**config.mk**
```make
export PLATFORM = sky130hd
export DESIGN_NAME = char_lcd_nibble_write_sequencer
export DESIGN_NICKNAME = d
export VERILOG_FILES = /design/src/hdl/lcdseq_pkg.sv /design/src/hdl/lcdseq_csr.sv /design/src/hdl/lcdseq_in_stage.sv /design/src/hdl/lcdseq_engine.sv /design/src/hdl/char_lcd_nibble_write_sequencer.sv
export SDC_FILE = /design/constraint.sdc
export NUM_CORES = 1
export LEC_CHECK = 0
export BUFFER_PORTS_ARGS = -buffer_cell sky130_fd_sc_hd__buf_2
export CAP_MARGIN = 0
export CELL_PAD_IN_SITES_DETAIL_PLACEMENT = 1
export CELL_PAD_IN_SITES_GLOBAL_PLACEMENT = 2
export CORE_UTILIZATION = 37
export CTS_CLUSTER_DIAMETER = 100
export DETAILED_ROUTE_END_ITERATION = 7
export MAX_ROUTING_LAYER = met4
export PLACE_DENSITY = 0.8
export SYNTH_ARGS = -nofsm -noshare
export SYNTH_HDL_FRONTEND = slang
export SYNTH_HIERARCHICAL = 1
export SYNTH_SLANG_ARGS = --single-unit
export TNS_END_PERCENT = 100
```
**constraint.sdc**
```tcl
create_clock -name clock -period 3.5 [get_ports clock]
set_clock_uncertainty 0.1 [all_clocks]
set_input_delay 0.35 -clock clock [delete_from_list [all_inputs] [get_ports clock]]
set_output_delay 0.35 -clock clock [all_outputs]
set_load 0.05 [all_outputs]
```
**src/hdl/lcdseq_pkg.sv**
```systemverilog
// Types and codes of the character LCD nibble write sequencer.
package lcdseq_pkg;

   localparam int TDATA_W_REQ = 16;
   localparam int TDATA_W_RSP = 16;
   localparam int CSR_INDEX_W = 2;
   localparam int CSR_DATA_W  = 8;

   localparam logic [CSR_INDEX_W-1:0] CSR_SETUP_TICKS       = 2'd0;
   localparam logic [CSR_INDEX_W-1:0] CSR_STROBE_HIGH_TICKS = 2'd1;
   localparam logic [CSR_INDEX_W-1:0] CSR_STROBE_LOW_TICKS  = 2'd2;

   localparam logic [7:0] TICKS_RESET = 8'd3;

   typedef enum logic [1:0] {
      FN_TICK   = 2'd0,
      FN_BYTE   = 2'd1,
      FN_NIBBLE = 2'd2,
      FN_POS    = 2'd3
   } func_type;

   typedef enum logic [1:0] {
      PH_IDLE  = 2'd0,
      PH_SETUP = 2'd1,
      PH_HIGH  = 2'd2,
      PH_LOW   = 2'd3
   } phase_type;

   typedef struct packed {
      logic [7:0] setup_ticks;
      logic [7:0] strobe_high_ticks;
      logic [7:0] strobe_low_ticks;
   } cfg_type;

   typedef struct packed {
      func_type   func;
      logic       reg_select;
      logic [7:0] data_byte;
      logic       row;
      logic [5:0] column;
   } req_type;

endpackage

```
**src/hdl/lcdseq_csr.sv**
```systemverilog
// Timing registers of the sequencer, written through the plain write port.
module lcdseq_csr
   import lcdseq_pkg::*;
(
   input  logic                   clock,
   input  logic                   reset,
   input  logic                   csr_we,
   input  logic [CSR_INDEX_W-1:0] csr_index,
   input  logic [CSR_DATA_W-1:0]  csr_wdata,
   output cfg_type                cfg
);

   cfg_type cfg_ff;

   always_ff @(posedge clock) begin
      if (reset) begin
         cfg_ff.setup_ticks       <= TICKS_RESET;
         cfg_ff.strobe_high_ticks <= TICKS_RESET;
         cfg_ff.strobe_low_ticks  <= TICKS_RESET;
      end else if (csr_we) begin
         case (csr_index)
            CSR_SETUP_TICKS:       cfg_ff.setup_ticks       <= csr_wdata;
            CSR_STROBE_HIGH_TICKS: cfg_ff.strobe_high_ticks <= csr_wdata;
            CSR_STROBE_LOW_TICKS:  cfg_ff.strobe_low_ticks  <= csr_wdata;
            default: ;
         endcase
      end
   end

   assign cfg = cfg_ff;

endmodule

```
**src/hdl/lcdseq_in_stage.sv**
```systemverilog
// Input register stage: takes a request word and holds it for the engine.
module lcdseq_in_stage
   import lcdseq_pkg::*;
(
   input  logic                   clock,
   input  logic                   reset,
   input  logic                   req_tvalid,
   output logic                   req_tready,
   input  logic [TDATA_W_REQ-1:0] req_tdata,
   input  logic [1:0]             req_tuser,
   input  logic                   take,
   output logic                   item_valid,
   output req_type                item
);

   logic    valid_ff;
   logic    valid_in;
   req_type item_ff;
   logic    load;

   assign req_tready = !valid_ff || take;
   assign load       = req_tvalid && req_tready;

   always_comb begin
      valid_in = valid_ff;
      if (load) begin
         valid_in = 1'b1;
      end else if (take) begin
         valid_in = 1'b0;
      end
   end

   always_ff @(posedge clock) begin
      if (reset) begin
         valid_ff <= 1'b0;
      end else begin
         valid_ff <= valid_in;
      end
   end

   always_ff @(posedge clock) begin
      if (load) begin
         item_ff.func       <= func_type'(req_tuser);
         item_ff.reg_select <= req_tdata[0];
         item_ff.data_byte  <= req_tdata[8:1];
         item_ff.row        <= req_tdata[9];
         item_ff.column     <= req_tdata[15:10];
      end
   end

   assign item_valid = valid_ff;
   assign item       = item_ff;

endmodule

```
**src/hdl/lcdseq_engine.sv**
```systemverilog
// Nibble phase sequencer state and the registered result word.
module lcdseq_engine
   import lcdseq_pkg::*;
(
   input  logic                   clock,
   input  logic                   reset,
   input  cfg_type                cfg,
   input  logic                   item_valid,
   input  req_type                item,
   output logic                   take,
   output logic                   rsp_tvalid,
   input  logic                   rsp_tready,
   output logic [TDATA_W_RSP-1:0] rsp_tdata
);

   phase_type  phase_ff,   phase_in;
   logic [7:0] count_ff,   count_in;
   logic [7:0] held_ff,    held_in;
   logic       pending_ff, pending_in;
   logic       enable_ff,  enable_in;
   logic       select_ff,  select_in;
   logic [3:0] data_ff,    data_in;
   logic       rsp_valid_ff;
   logic [TDATA_W_RSP-1:0] rsp_data_ff, rsp_data_in;
   logic       rejected;
   logic       done;
   logic [7:0] limit;

   assign take = item_valid && (!rsp_valid_ff || rsp_tready);

   always_comb begin
      case (phase_ff)
         PH_SETUP: limit = cfg.setup_ticks;
         PH_HIGH:  limit = cfg.strobe_high_ticks;
         default:  limit = cfg.strobe_low_ticks;
      endcase
   end

   always_comb begin
      phase_in   = phase_ff;
      count_in   = count_ff;
      held_in    = held_ff;
      pending_in = pending_ff;
      enable_in  = enable_ff;
      select_in  = select_ff;
      data_in    = data_ff;
      rejected   = 1'b0;
      done       = 1'b0;
      case (item.func)
         FN_TICK: begin
            if (phase_ff != PH_IDLE) begin
               if (count_ff == limit) begin
                  count_in = 8'd0;
                  case (phase_ff)
                     PH_SETUP: begin
                        enable_in = 1'b1;
                        phase_in  = PH_HIGH;
                     end
                     PH_HIGH: begin
                        enable_in = 1'b0;
                        phase_in  = PH_LOW;
                     end
                     default: begin
                        if (pending_ff) begin
                           pending_in = 1'b0;
                           enable_in  = 1'b0;
                           data_in    = held_ff[3:0];
                           phase_in   = PH_SETUP;
                        end else begin
                           data_in  = 4'd0;
                           phase_in = PH_IDLE;
                           done     = 1'b1;
                        end
                     end
                  endcase
               end else begin
                  count_in = count_ff + 8'd1;
               end
            end
         end
         default: begin
            if (phase_ff != PH_IDLE) begin
               rejected = 1'b1;
            end else begin
               enable_in = 1'b0;
               count_in  = 8'd0;
               phase_in  = PH_SETUP;
               case (item.func)
                  FN_POS: begin
                     held_in    = {1'b1, item.row, item.column};
                     select_in  = 1'b0;
                     pending_in = 1'b1;
                     data_in    = {1'b1, item.row, item.column[5:4]};
                  end
                  FN_BYTE: begin
                     held_in    = item.data_byte;
                     select_in  = item.reg_select;
                     pending_in = 1'b1;
                     data_in    = item.data_byte[7:4];
                  end
                  default: begin
                     held_in    = {4'd0, item.data_byte[3:0]};
                     select_in  = item.reg_select;
                     pending_in = 1'b0;
                     data_in    = item.data_byte[3:0];
                  end
               endcase
            end
         end
      endcase
      rsp_data_in = {7'd0, done, rejected, (phase_in != PH_IDLE), data_in,
                     select_in, enable_in};
   end

   always_ff @(posedge clock) begin
      if (reset) begin
         phase_ff     <= PH_IDLE;
         count_ff     <= 8'd0;
         held_ff      <= 8'd0;
         pending_ff   <= 1'b0;
         enable_ff    <= 1'b0;
         select_ff    <= 1'b0;
         data_ff      <= 4'd0;
         rsp_valid_ff <= 1'b0;
      end else begin
         if (take) begin
            phase_ff   <= phase_in;
            count_ff   <= count_in;
            held_ff    <= held_in;
            pending_ff <= pending_in;
            enable_ff  <= enable_in;
            select_ff  <= select_in;
            data_ff    <= data_in;
         end
         if (take) begin
            rsp_valid_ff <= 1'b1;
         end else if (rsp_tready) begin
            rsp_valid_ff <= 1'b0;
         end
      end
   end

   always_ff @(posedge clock) begin
      if (take) begin
         rsp_data_ff <= rsp_data_in;
      end
   end

   assign rsp_tvalid = rsp_valid_ff;
   assign rsp_tdata  = rsp_data_ff;

endmodule

```
**src/hdl/char_lcd_nibble_write_sequencer.sv**
```systemverilog
// Top level of the character LCD 4-bit nibble write sequencer.
//
//   channel | direction | handshake            | payload
//   req     | in        | req_tvalid/tready    | tuser func, tdata request fields
//   rsp     | out       | rsp_tvalid/tready    | tdata pin levels and status
//   csr     | in        | csr_we               | csr_index, csr_wdata
//
// One word per cycle sustained while rsp is not stalled; a word taken on req
// lands in the input register and passes to rsp through the result register.
// Reset is synchronous: timing registers return to 3, phase to idle, pins low.
// A stalled rsp holds its word; req keeps taking one more word into the input
// register, then stalls until rsp drains.
module char_lcd_nibble_write_sequencer
   import lcdseq_pkg::*;
(
   input  logic                   clock,
   input  logic                   reset,
   input  logic                   req_tvalid,
   output logic                   req_tready,
   // [0] reg_select, [8:1] data_byte, [9] row, [15:10] column
   input  logic [TDATA_W_REQ-1:0] req_tdata,
   // [1:0] func
   input  logic [1:0]             req_tuser,
   output logic                   rsp_tvalid,
   input  logic                   rsp_tready,
   // [0] enable_line, [1] select_line, [5:2] data_lines, [6] busy_res,
   // [7] rejected, [8] done_res, [15:9] zero
   output logic [TDATA_W_RSP-1:0] rsp_tdata,
   input  logic                   csr_we,
   input  logic [CSR_INDEX_W-1:0] csr_index,
   input  logic [CSR_DATA_W-1:0]  csr_wdata
);

   cfg_type cfg;
   req_type item;
   logic    item_valid;
   logic    take;

   lcdseq_csr u_csr (
      .clock     (clock),
      .reset     (reset),
      .csr_we    (csr_we),
      .csr_index (csr_index),
      .csr_wdata (csr_wdata),
      .cfg       (cfg)
   );

   lcdseq_in_stage u_in_stage (
      .clock      (clock),
      .reset      (reset),
      .req_tvalid (req_tvalid),
      .req_tready (req_tready),
      .req_tdata  (req_tdata),
      .req_tuser  (req_tuser),
      .take       (take),
      .item_valid (item_valid),
      .item       (item)
   );

   lcdseq_engine u_engine (
      .clock      (clock),
      .reset      (reset),
      .cfg        (cfg),
      .item_valid (item_valid),
      .item       (item),
      .take       (take),
      .rsp_tvalid (rsp_tvalid),
      .rsp_tready (rsp_tready),
      .rsp_tdata  (rsp_tdata)
   );

endmodule

```
======== Word level (Yosys, flattened, before mapping) ========
Cells that the tools add are included.
cells by class
  add/sub/neg operators ................... 1
  $lt $le $gt $ge ......................... 0
  shift-type cells ........................ 0
  multiply operators ...................... 0
  multiplexer cells ....................... 40
  equal/unequal tests ..................... 11
  bitwise gates (word level) .............. 3
  reduce and logical (&&, ||, !) cells .... 21
  div/mod/pow operators ................... 0
operators with widths
  kind                                           number
  2-to-1 mux 8 bit                               4
  2-to-1 mux 4 bit                               6
  2-to-1 mux 1 bit                               21
  case mux 4 bit (2 select lines)                2
  case mux 8 bit (2 select lines)                1
  adder 8 x 1 -> 8 bit, second input constant    1
  == test 8 bit                                  1
  2-to-1 mux 2 bit                               4
  nonzero test 2 bit                             4
  == test 2 x 1 -> 1 bit, second input constant  3
  == test 2 bit, second input constant           3
  AND reduction 2 bit                            3
  AND reduction 3 bit                            2
  AND reduction 5 bit                            1
  OR reduction 5 bit                             1
  logical NOT 2 bit                              2
  != test 2 x 1 -> 1 bit, second input constant  2
  != test 2 bit, second input constant           2
  case mux 2 bit (2 select lines)                1
  OR reduction 2 bit                             2
  NOT 1 bit                                      3
  logical AND 1 bit                              2
  logical NOT 1 bit                              2
  logical OR 1 bit                               2
  case mux 1 bit (2 select lines)                1
word-level totals
  logic and storage cells ................. 96
  bits in registers ....................... 74
  latch bits .............................. 0
  output and inout port bits .............. 18
  bits of input ports ..................... 33
  memories kept ........................... 0
  memory bits (writable) .................. 0
  memory bits (read-only) ................. 0

======== Depth between registers and ports, before layout ========
Gate-level depths: netlist of run 1.
  depth in word-level cells ............... 7
  mapped depth ............................ 11
  depth with buffers taken out ............ 8

======== By module ========
Netlist of run 1, hierarchy kept.
modules (own cells, without submodules)
  module           cells each  times used  area an instance (sq um)  sequential area each (sq um)
  lcdseq_engine    251         1           2198.4                    710.7
  lcdseq_csr       89          1           959.7                     480.5
  lcdseq_in_stage  23          1           595.6                     560.5

======== Worst setup path after synthesis of run 1 ========
No wires, ideal clock.
  kind .................................... flip-flop to flip-flop
  start ................................... register u_in_stage.item_ff, in the netlist u_in_stage/item[17]
  end ..................................... register u_engine.count_ff[6]
  stages on the path, launching flop included .. 10
  buffers on the path ..................... 1
  data required time ...................... 3.272 ns
  arrival time ............................ 2.446 ns
  path slack .............................. 0.826 ns
  setup time .............................. 0.128 ns
  cell sequence ........................... edfxtp_1 -> nor2_1 -> inv_1 -> clkbuf_1 -> ha_1 -> nor3b_1 -> and4_1 -> nand3_1 -> xor2_1 -> nor2_1
between the ends
  word-level cells in the longest chain between the ends .. 3
ends and longest elaborated chain
  what                                                                      RTL line               source
  start: declaration                                                        lcdseq_in_stage.sv:18  req_type item_ff;
  logical NOT 2 bit *                                                       lcdseq_engine.sv:49    case (item.func)
  != test 2 x 1 -> 1 bit (no source line) or != test 2 bit (tied branches)  n/a
  AND reduction 3 bit (no source line)                                      n/a
  end signal: assignment                                                    lcdseq_engine.sv:128   count_ff <= count_in;
  end: declaration                                                          lcdseq_engine.sv:17    logic [7:0] count_ff, count_in;
Every way passes the cells marked *; elsewhere a longest branch is shown, timed or not.
A chain may end at the register's enable or synchronous reset.

======== Final worst setup path of run 1 ========
  start ................................... register u_engine.phase_ff[0]
  end ..................................... register u_engine.data_ff[1]
between the ends
  word-level cells in the longest chain between the ends .. 6
ends and longest elaborated chain
  what                                                                   RTL line                                  source
  start: declaration                                                     lcdseq_engine.sv:16                       phase_type phase_ff, phase_in;
  start signal: assignment                                               lcdseq_engine.sv:127                      phase_ff <= phase_in;
  == test 2 bit or == test 2 x 1 -> 1 bit (tied branches)                lcdseq_engine.sv:32, lcdseq_engine.sv:54
  case mux 8 bit (2 select lines) or OR reduction 2 bit (tied branches)  n/a
  == test 8 bit or 2-to-1 mux 4 bit (tied branches)                      lcdseq_engine.sv:52, lcdseq_engine.sv:54
  2-to-1 mux 4 bit                                                       lcdseq_engine.sv:52                       if (count_ff == limit) begin
  2-to-1 mux 4 bit                                                       lcdseq_engine.sv:51                       if (phase_ff != PH_IDLE) begin
  2-to-1 mux 4 bit *                                                     lcdseq_engine.sv:49
  end signal: assignment                                                 lcdseq_engine.sv:133                      data_ff <= data_in;
  end: declaration                                                       lcdseq_engine.sv:22                       logic [3:0] data_ff, data_in;
Marks and branches as above.

==> impl_results.md, run 1 <==
- Max_slew headroom: 41.7%
- Vias in the first global route: 2,815
- Post-DP HPWL: 6180 um
- H-tree depth: 3
- Routed wire length: 8700 um
- Setup Viol. Count Final: 0
- Setup ws final: 0.332 ns
- Number of I/O pins: 51
- R2R depth: 8
- Ys flop type: dfxtp_1
- Reg2reg end: u_engine/data_ff[1]$_SDFFE_PP0P_
- Layout Nets: 435
- Worst r2r src: u_engine/phase_ff[0]$_SDFFE_PP0P_
- Post-Syn Instances: 363
- Critical setup path kind: reg2reg
- P&R area growth vs syn: 12.6%
- Syn Std Cell Area: 3750 um2
- CTS sink count: 74
- Combinational power share: 14.3%
- RSZ-0062 raised after global routing: false
- Syn_area_per_cell: 10.3 um2
- Worst slack at placement: 0.367 ns
- Power per cell area: 466 nW/um2
- Internal power: 1440 uW
- Core Area: 9820 um2
- Initial antenna violation count: 0
- Postcts setup bufs: 0
- Input/output buffers: 43
- R2R Setup Slk: 0.33 ns
- Crit path required time: 3.66 ns
- Post-DRT Antenna Nets: 0
- Netlist cell types: 58
- First-pass GRT wire length: 14,500 um
- Mux cell area share after synthesis: 8.90%
- DRT iter0 DRCs: 108
- Peak supply drop: 0.183 mV
- # rows: 36
- Outcome: complete, no violations
- Routed WL per cell: 16.3 um
- Worst hold path class: in2reg
- Placed insts: 519
- GRT Total Usage: 19.0%
- Final Critical Period: 3.17 ns
- Yosys reg bits: 74
- Clk_lat worst skew: 0.36 ns
- Post-synth EDFFs: 27
- Drt pass-1 iters: 4
- Clock transition at path regs: 0.08 ns
- Simple-gate share of the synthesized area: 17.1%
- N_diodes: 0
- Worst-path maximum fanout: 16
- XOR/XNOR Fraction of Synth Area: 5.37%
- Sequential power share: 49.2%
- Final hold vios: 0
- Cts bufs inserted: 9
- Die Y: 103 um
- Final GP Congestion: 0.793
- CTS max path bufs: 2
- Largest family of logic cells by synthesized area: simple AND/OR/NAND/NOR gates
- Synth Area in Adders: 1.67%
- Max-slew violation count: 0
- Ys async rst share: 0%
- Crit path capture type: register
- Post-Layout Cell Count: 535
- # resized after CTS: 0
- Initial Util: 38.2%
- Worst Hold Path Cells: 1
- Layout cells sized above 1: 20.4%
- Via count: 2,704
- CTS Hold Bufs: 0
- Setup_tns: 0 ns
- Max Cap Viol: 0
- DRC: 0
- Die X-Extent: 103 um
- Part of the cycle the worst path needs: 90.5%
- Clock share of power: 36.5%
- LEAKAGE: 0.00167 uW
- Slew @ Worst Pin: 0.874 ns
- Sequential-to-total area share from yosys stat: 46.7%
- Fmax: 316 MHz
- Post-DR vias/cell: 5.05
- Root buffer cell: clkbuf_8
- Compound-Gate Fraction of Synth Area: 14.2%
- CP Launch Type: register
- P_sw: 531 uW
- CTS tree: yes
- Hold Path Origin: req_tdata[6]
- Switch share: 27.0%
- Grt total ovfl: 0
- Syn. warnings: 6
- WHS Endpoint: u_in_stage/item[12]$_DFFE_PP_
- Crit path DAT: 3.33 ns
- Die ar.: 10,600 um2
- Largest net degree at the start of global routing: 50
cells in the final DEF, fill, tap and decap left out, drive strengths merged, types with 9 or more instances in the layout:
cell type / instances
a21oi: 16
buf: 47
nor2: 23
nand2b: 29
clkbuf: 11
o21ai: 9
inv: 13
nand2: 28
dfxtp: 47
edfxtp: 27
xor2: 15
mux2i: 30
cell type report:
type | instances | area, um2
inverters | 13 | 48.8
repair buffers | 47 | 245
multi-input cells | 252 | 1800
clock buffers | 11 | 131
clock inverters | 5 | 80.1
fillers | 1152 | 5590
well taps | 133 | 166
flip-flops and latches | 74 | 1750
cell usage after synthesis (all sizes together), types with 4 or more instances:
cell type / count / area (um2)
buf: 16 / 120
a311oi: 4 / 35.0
nand2b: 29 / 196
nor2: 23 / 86.3
xnor2: 8 / 70.1
ha: 5 / 62.6
o21ai: 9 / 45.0
o31ai: 4 / 30.0
xor2: 15 / 131
mux2i: 30 / 300
edfxtp: 27 / 811
a31oi: 5 / 37.5
clkbuf: 14 / 53.8
a22oi: 8 / 90.1
a21oi: 16 / 83.8
nand3: 8 / 40.0
nand2: 28 / 105
inv: 13 / 48.8
dfxtp: 47 / 941
o211ai: 4 / 30.0
nor4: 6 / 67.6
registers in the layout, indices dropped and copies added, names as in the netlist, 2 cells and up:
signal and cells:
u_engine/rsp_tdata 9, u_csr/cfg 24, u_engine/count_ff 8, u_engine/phase_ff 2, u_engine/held_ff 4, u_engine/data_ff 4
u_in_stage/item 18
power groups by stage:
stage | sequential [uW] | combinational, uW | clock [uW]
CTS | 970 | 284 | 742
floorplan | 1000 | 195 | 0
detailed placement | 990 | 282 | 0
finish | 969 | 282 | 719
global placement | 988 | 276 | 0
global route | 975 | 310 | 782
worst max path at each step:
stage	slack [ns]	start	depth (start not counted)	to
2_1_floorplan	0.83	u_in_stage/item[17]$_DFFE_PP_	9	u_engine/count_ff[6]$_SDFFE_PP0P_
5_1_grt	0.12	u_engine/phase_ff[0]$_SDFFE_PP0P_	8	u_engine/count_ff[7]$_SDFFE_PP0P_
6_report	0.33	u_engine/phase_ff[0]$_SDFFE_PP0P_	8	u_engine/data_ff[1]$_SDFFE_PP0P_
3_3_place_gp	0.51	u_engine/phase_ff[0]$_SDFFE_PP0P_	8	u_engine/data_ff[1]$_SDFFE_PP0P_
4_1_cts	0.35	u_engine/phase_ff[0]$_SDFFE_PP0P_	8	u_engine/data_ff[1]$_SDFFE_PP0P_
3_5_place_dp	0.37	u_engine/phase_ff[0]$_SDFFE_PP0P_	8	u_engine/data_ff[1]$_SDFFE_PP0P_
cells by family (layout without fill, tap and decap cells):
logic type | count (synthesis) | after routing
fa+ha+maj | 5 | 5
compound gates | 69 | 69
other cells | 1 | 7
xor+xnor | 23 | 23
flops | 74 | 74
mux | 33 | 33
buf+inv | 43 | 76
simple gates | 115 | 115
worst max-delay path, cell delays in order, from the launching register on:
cell and delay [ns]:
dfxtp_1 0.36, inv_1 0.12, ha_1 0.60, a22oi_2 0.17
xnor2_1 0.19, nor4_4 0.43, a31oi_2 0.36, o22a_2 0.37
a2111oi_2 0.36
routing by layer:
metal | up-vias | wire, um | global-route usage, %
met5 | - | 0 | -
met4 | 0 | 147 | 7.80
met3 | 10 | 255 | 3.73
met2 | 50 | 4020 | 27.8
met1 | 1294 | 4280 | 25.6
li1 | 1350 | - | -
through the flow:
| stage | power (uW) | utilization (%) | hold WS (ns) | instance area [um2] |
|---|---|---|---|---|
| floorplan | 1200 | - | 0.312 | 3780 |
| global placement | 1260 | 40.9 | 0.350 | 4010 |
| detailed placement | 1270 | 40.9 | 0.367 | 4010 |
| CTS | 2000 | 43.0 | 0.0408 | 4230 |
| global route | 2070 | 43.0 | 0.0392 | 4230 |
| finish | 1970 | 43.0 | 0.0635 | 4230 |
No activity file was read; power rests on OpenSTA's default activity.
==> run 2: changes to the inputs <==
- MAX_ROUTING_LAYER: met4 -> not set
==> run 2 against run 1 <==
Effect of this change:
- total power about the same
- clock-buffer cell count unchanged
- core utilization unchanged
- final cell count unchanged
- clock power about the same
- critical path depth unchanged
- non-clock buffer count unchanged
- largest cell class unchanged
==> impl_results.md, run 2 (synthesis gave the netlist of run 1 again) <==
- CTS tree: yes
- Vias in the first global route: 2,817 (+0.071%)
- Reg2reg end: u_engine/data_ff[1]$_SDFFE_PP0P_
- Switch share: 26.9% (about the same)
- Critical setup path kind: reg2reg
- Placed insts: 519 (unchanged)
- Post-DRT Antenna Nets: 0 (unchanged)
- Grt total ovfl: 0 (unchanged)
- Sequential power share: 49.2% (about the same)
- Outcome: complete, no violations
- Worst Hold Path Cells: 1 (unchanged)
- Layout Nets: 435 (unchanged)
- Crit path required time: 3.66 ns (about the same)
- Core Area: 9820 um2 (unchanged)
- # rows: 36 (unchanged)
- LEAKAGE: 0.00167 uW (unchanged)
- WHS Endpoint: u_in_stage/item[12]$_DFFE_PP_
- Worst r2r src: u_engine/phase_ff[0]$_SDFFE_PP0P_
- CTS Hold Bufs: 0 (unchanged)
- Worst slack at placement: 0.367 ns (unchanged)
- Die Y: 103 um (unchanged)
- CTS sink count: 74 (unchanged)
- Peak supply drop: 0.183 mV (+0.32%)
- # resized after CTS: 0 (unchanged)
- Internal power: 1440 uW (about the same)
- Part of the cycle the worst path needs: 90.3% (-0.16 points)
- CP Launch Type: register
- Most frequent cells in the layout: 47 x dfxtp_1, 43 x buf_2, 30 x mux2i_1
- P_sw: 531 uW (-0.11%)
- Crit path capture type: register
- Die X-Extent: 103 um (unchanged)
- Final hold vios: 0 (unchanged)
- R2R depth: 8 (unchanged)
- M3 GR Usage: 3.73% (unchanged)
- Cts bufs inserted: 9 (unchanged)
- Final GP Congestion: 0.783 (-1.4%)
- DRT iter0 DRCs: 110 (+1.9%)
- Setup Viol. Count Final: 0 (unchanged)
- Setup ws final: 0.338 ns (+0.00554 ns)
- Input/output buffers: 43 (unchanged)
- H-tree depth: 3 (unchanged)
- Global routing's busiest layer: met2
- Max Cap Viol: 0 (unchanged)
- Routing usage on met2: 27.8% (unchanged)
- P&R area growth vs syn: 12.6% (unchanged)
- Max_slew headroom: 41.4% (-0.28 points)
- Die ar.: 10,600 um2 (unchanged)
- RSZ-0062 raised after global routing: false
- Number of I/O pins: 51 (unchanged)
- Hold Path Origin: req_tdata[6]
- Routed WL per cell: 16.3 um (+0.10%)
- Max reg flops: 24 (unchanged)
- Fmax: 316 MHz (+0.18%)
- First-pass GRT wire length: 14,500 um (-0.14%)
- Drt pass-1 iters: 4 (unchanged)
- R2R Setup Slk: 0.34 ns (about the same)
- Via count: 2,699 (-0.18%)
- Layout cells sized above 1: 20.4% (unchanged)
- Slew @ Worst Pin: 0.879 ns (+0.00424 ns)
- Clk_lat worst skew: 0.36 ns (about the same)
- Routed wire length: 8710 um (+0.10%)
- Post-DR vias/cell: 5.04 (-0.18%)
- Initial antenna violation count: 0 (unchanged)
- Power per cell area: 466 nW/um2 (about the same)
- Worst-path maximum fanout: 16 (unchanged)
- Crit path DAT: 3.32 ns (about the same)
- N_diodes: 0 (unchanged)
- Combinational power share: 14.3% (about the same)
- Initial Util: 38.2% (unchanged)
- Max-slew violation count: 0 (unchanged)
- Worst hold path class: in2reg
- Clock transition at path regs: 0.08 ns (about the same)
- Clock share of power: 36.5% (about the same)
- Largest net degree at the start of global routing: 50 (unchanged)
- Setup_tns: 0 ns (unchanged)
- CTS max path bufs: 2 (unchanged)
- Met1 track demand over resource: 25.5% (-0.085 points)
- DRC: 0 (unchanged)
- GRT Total Usage: 18.4% (-0.60 points)
- Post-Layout Cell Count: 535 (unchanged)
- Root buffer cell: clkbuf_8
- Commonest non-fill, non-tap cell in the layout: dfxtp_1
- Postcts setup bufs: 0 (unchanged)
- Fillers: 1,152 (unchanged)
- Final Critical Period: 3.16 ns (-0.00554 ns)
- Post-DP HPWL: 6180 um (unchanged)
## run 2: cell counts in the layout (fill, tap and decap cells not counted)
No cell type changed its count.
## run 2: power groups by stage
stage                     clock (uW)  sequential, uW  combinational (uW)
after global placement             0             988                 276
after floorplan                    0            1000                 195
final                            718             969                 282
after global routing             781             975                 309
after detailed placement           0             990                 282
after CTS                        742             970                 284
## run 2: layout make-up
cell class / instances / area [um2] / share of cell area [%]
multi-input cells: 252 / 1800 / 42.6
flip-flops and latches: 74 / 1750 / 41.5
repair buffers: 47 / 245 / 5.80
well taps: 133 / 166 / 3.94
clock buffers: 11 / 131 / 3.11
clock inverters: 5 / 80.1 / 1.90
inverters: 13 / 48.8 / 1.15
## run 2: worst max-delay path, stage by stage (launching register included)
cell,delay [ns]
dfxtp_1,0.36
inv_1,0.12
ha_1,0.60
a22oi_2,0.17
xnor2_1,0.19
nor4_4,0.43
a31oi_2,0.36
o22a_2,0.36
a2111oi_2,0.36
## run 2: through the flow
stage	util [%]	power [uW]	instance area, um2	hold WS, ns
6_report	43.0	1970	4230	0.0626
5_1_grt	43.0	2060	4230	0.0392
4_1_cts	43.0	2000	4230	0.0408
3_5_place_dp	40.9	1270	4010	0.367
3_3_place_gp	40.9	1260	4010	0.350
2_1_floorplan	-	1200	3780	0.312
## run 2: worst max path at each step
stage	start	to
2_1_floorplan	u_in_stage/item[17]$_DFFE_PP_	u_engine/count_ff[6]$_SDFFE_PP0P_
3_3_place_gp	u_engine/phase_ff[0]$_SDFFE_PP0P_	u_engine/data_ff[1]$_SDFFE_PP0P_
3_5_place_dp	u_engine/phase_ff[0]$_SDFFE_PP0P_	u_engine/data_ff[1]$_SDFFE_PP0P_
4_1_cts	u_engine/phase_ff[0]$_SDFFE_PP0P_	u_engine/data_ff[1]$_SDFFE_PP0P_
5_1_grt	u_engine/phase_ff[0]$_SDFFE_PP0P_	u_engine/count_ff[7]$_SDFFE_PP0P_
6_report	u_engine/phase_ff[0]$_SDFFE_PP0P_	u_engine/data_ff[1]$_SDFFE_PP0P_
## run 2: layer usage
metal / wire length, um / up-vias
met5: 0 / -
met4: 169 / 0
met3: 231 / 12
met2: 4000 / 49
met1: 4310 / 1289
li1: - / 1349
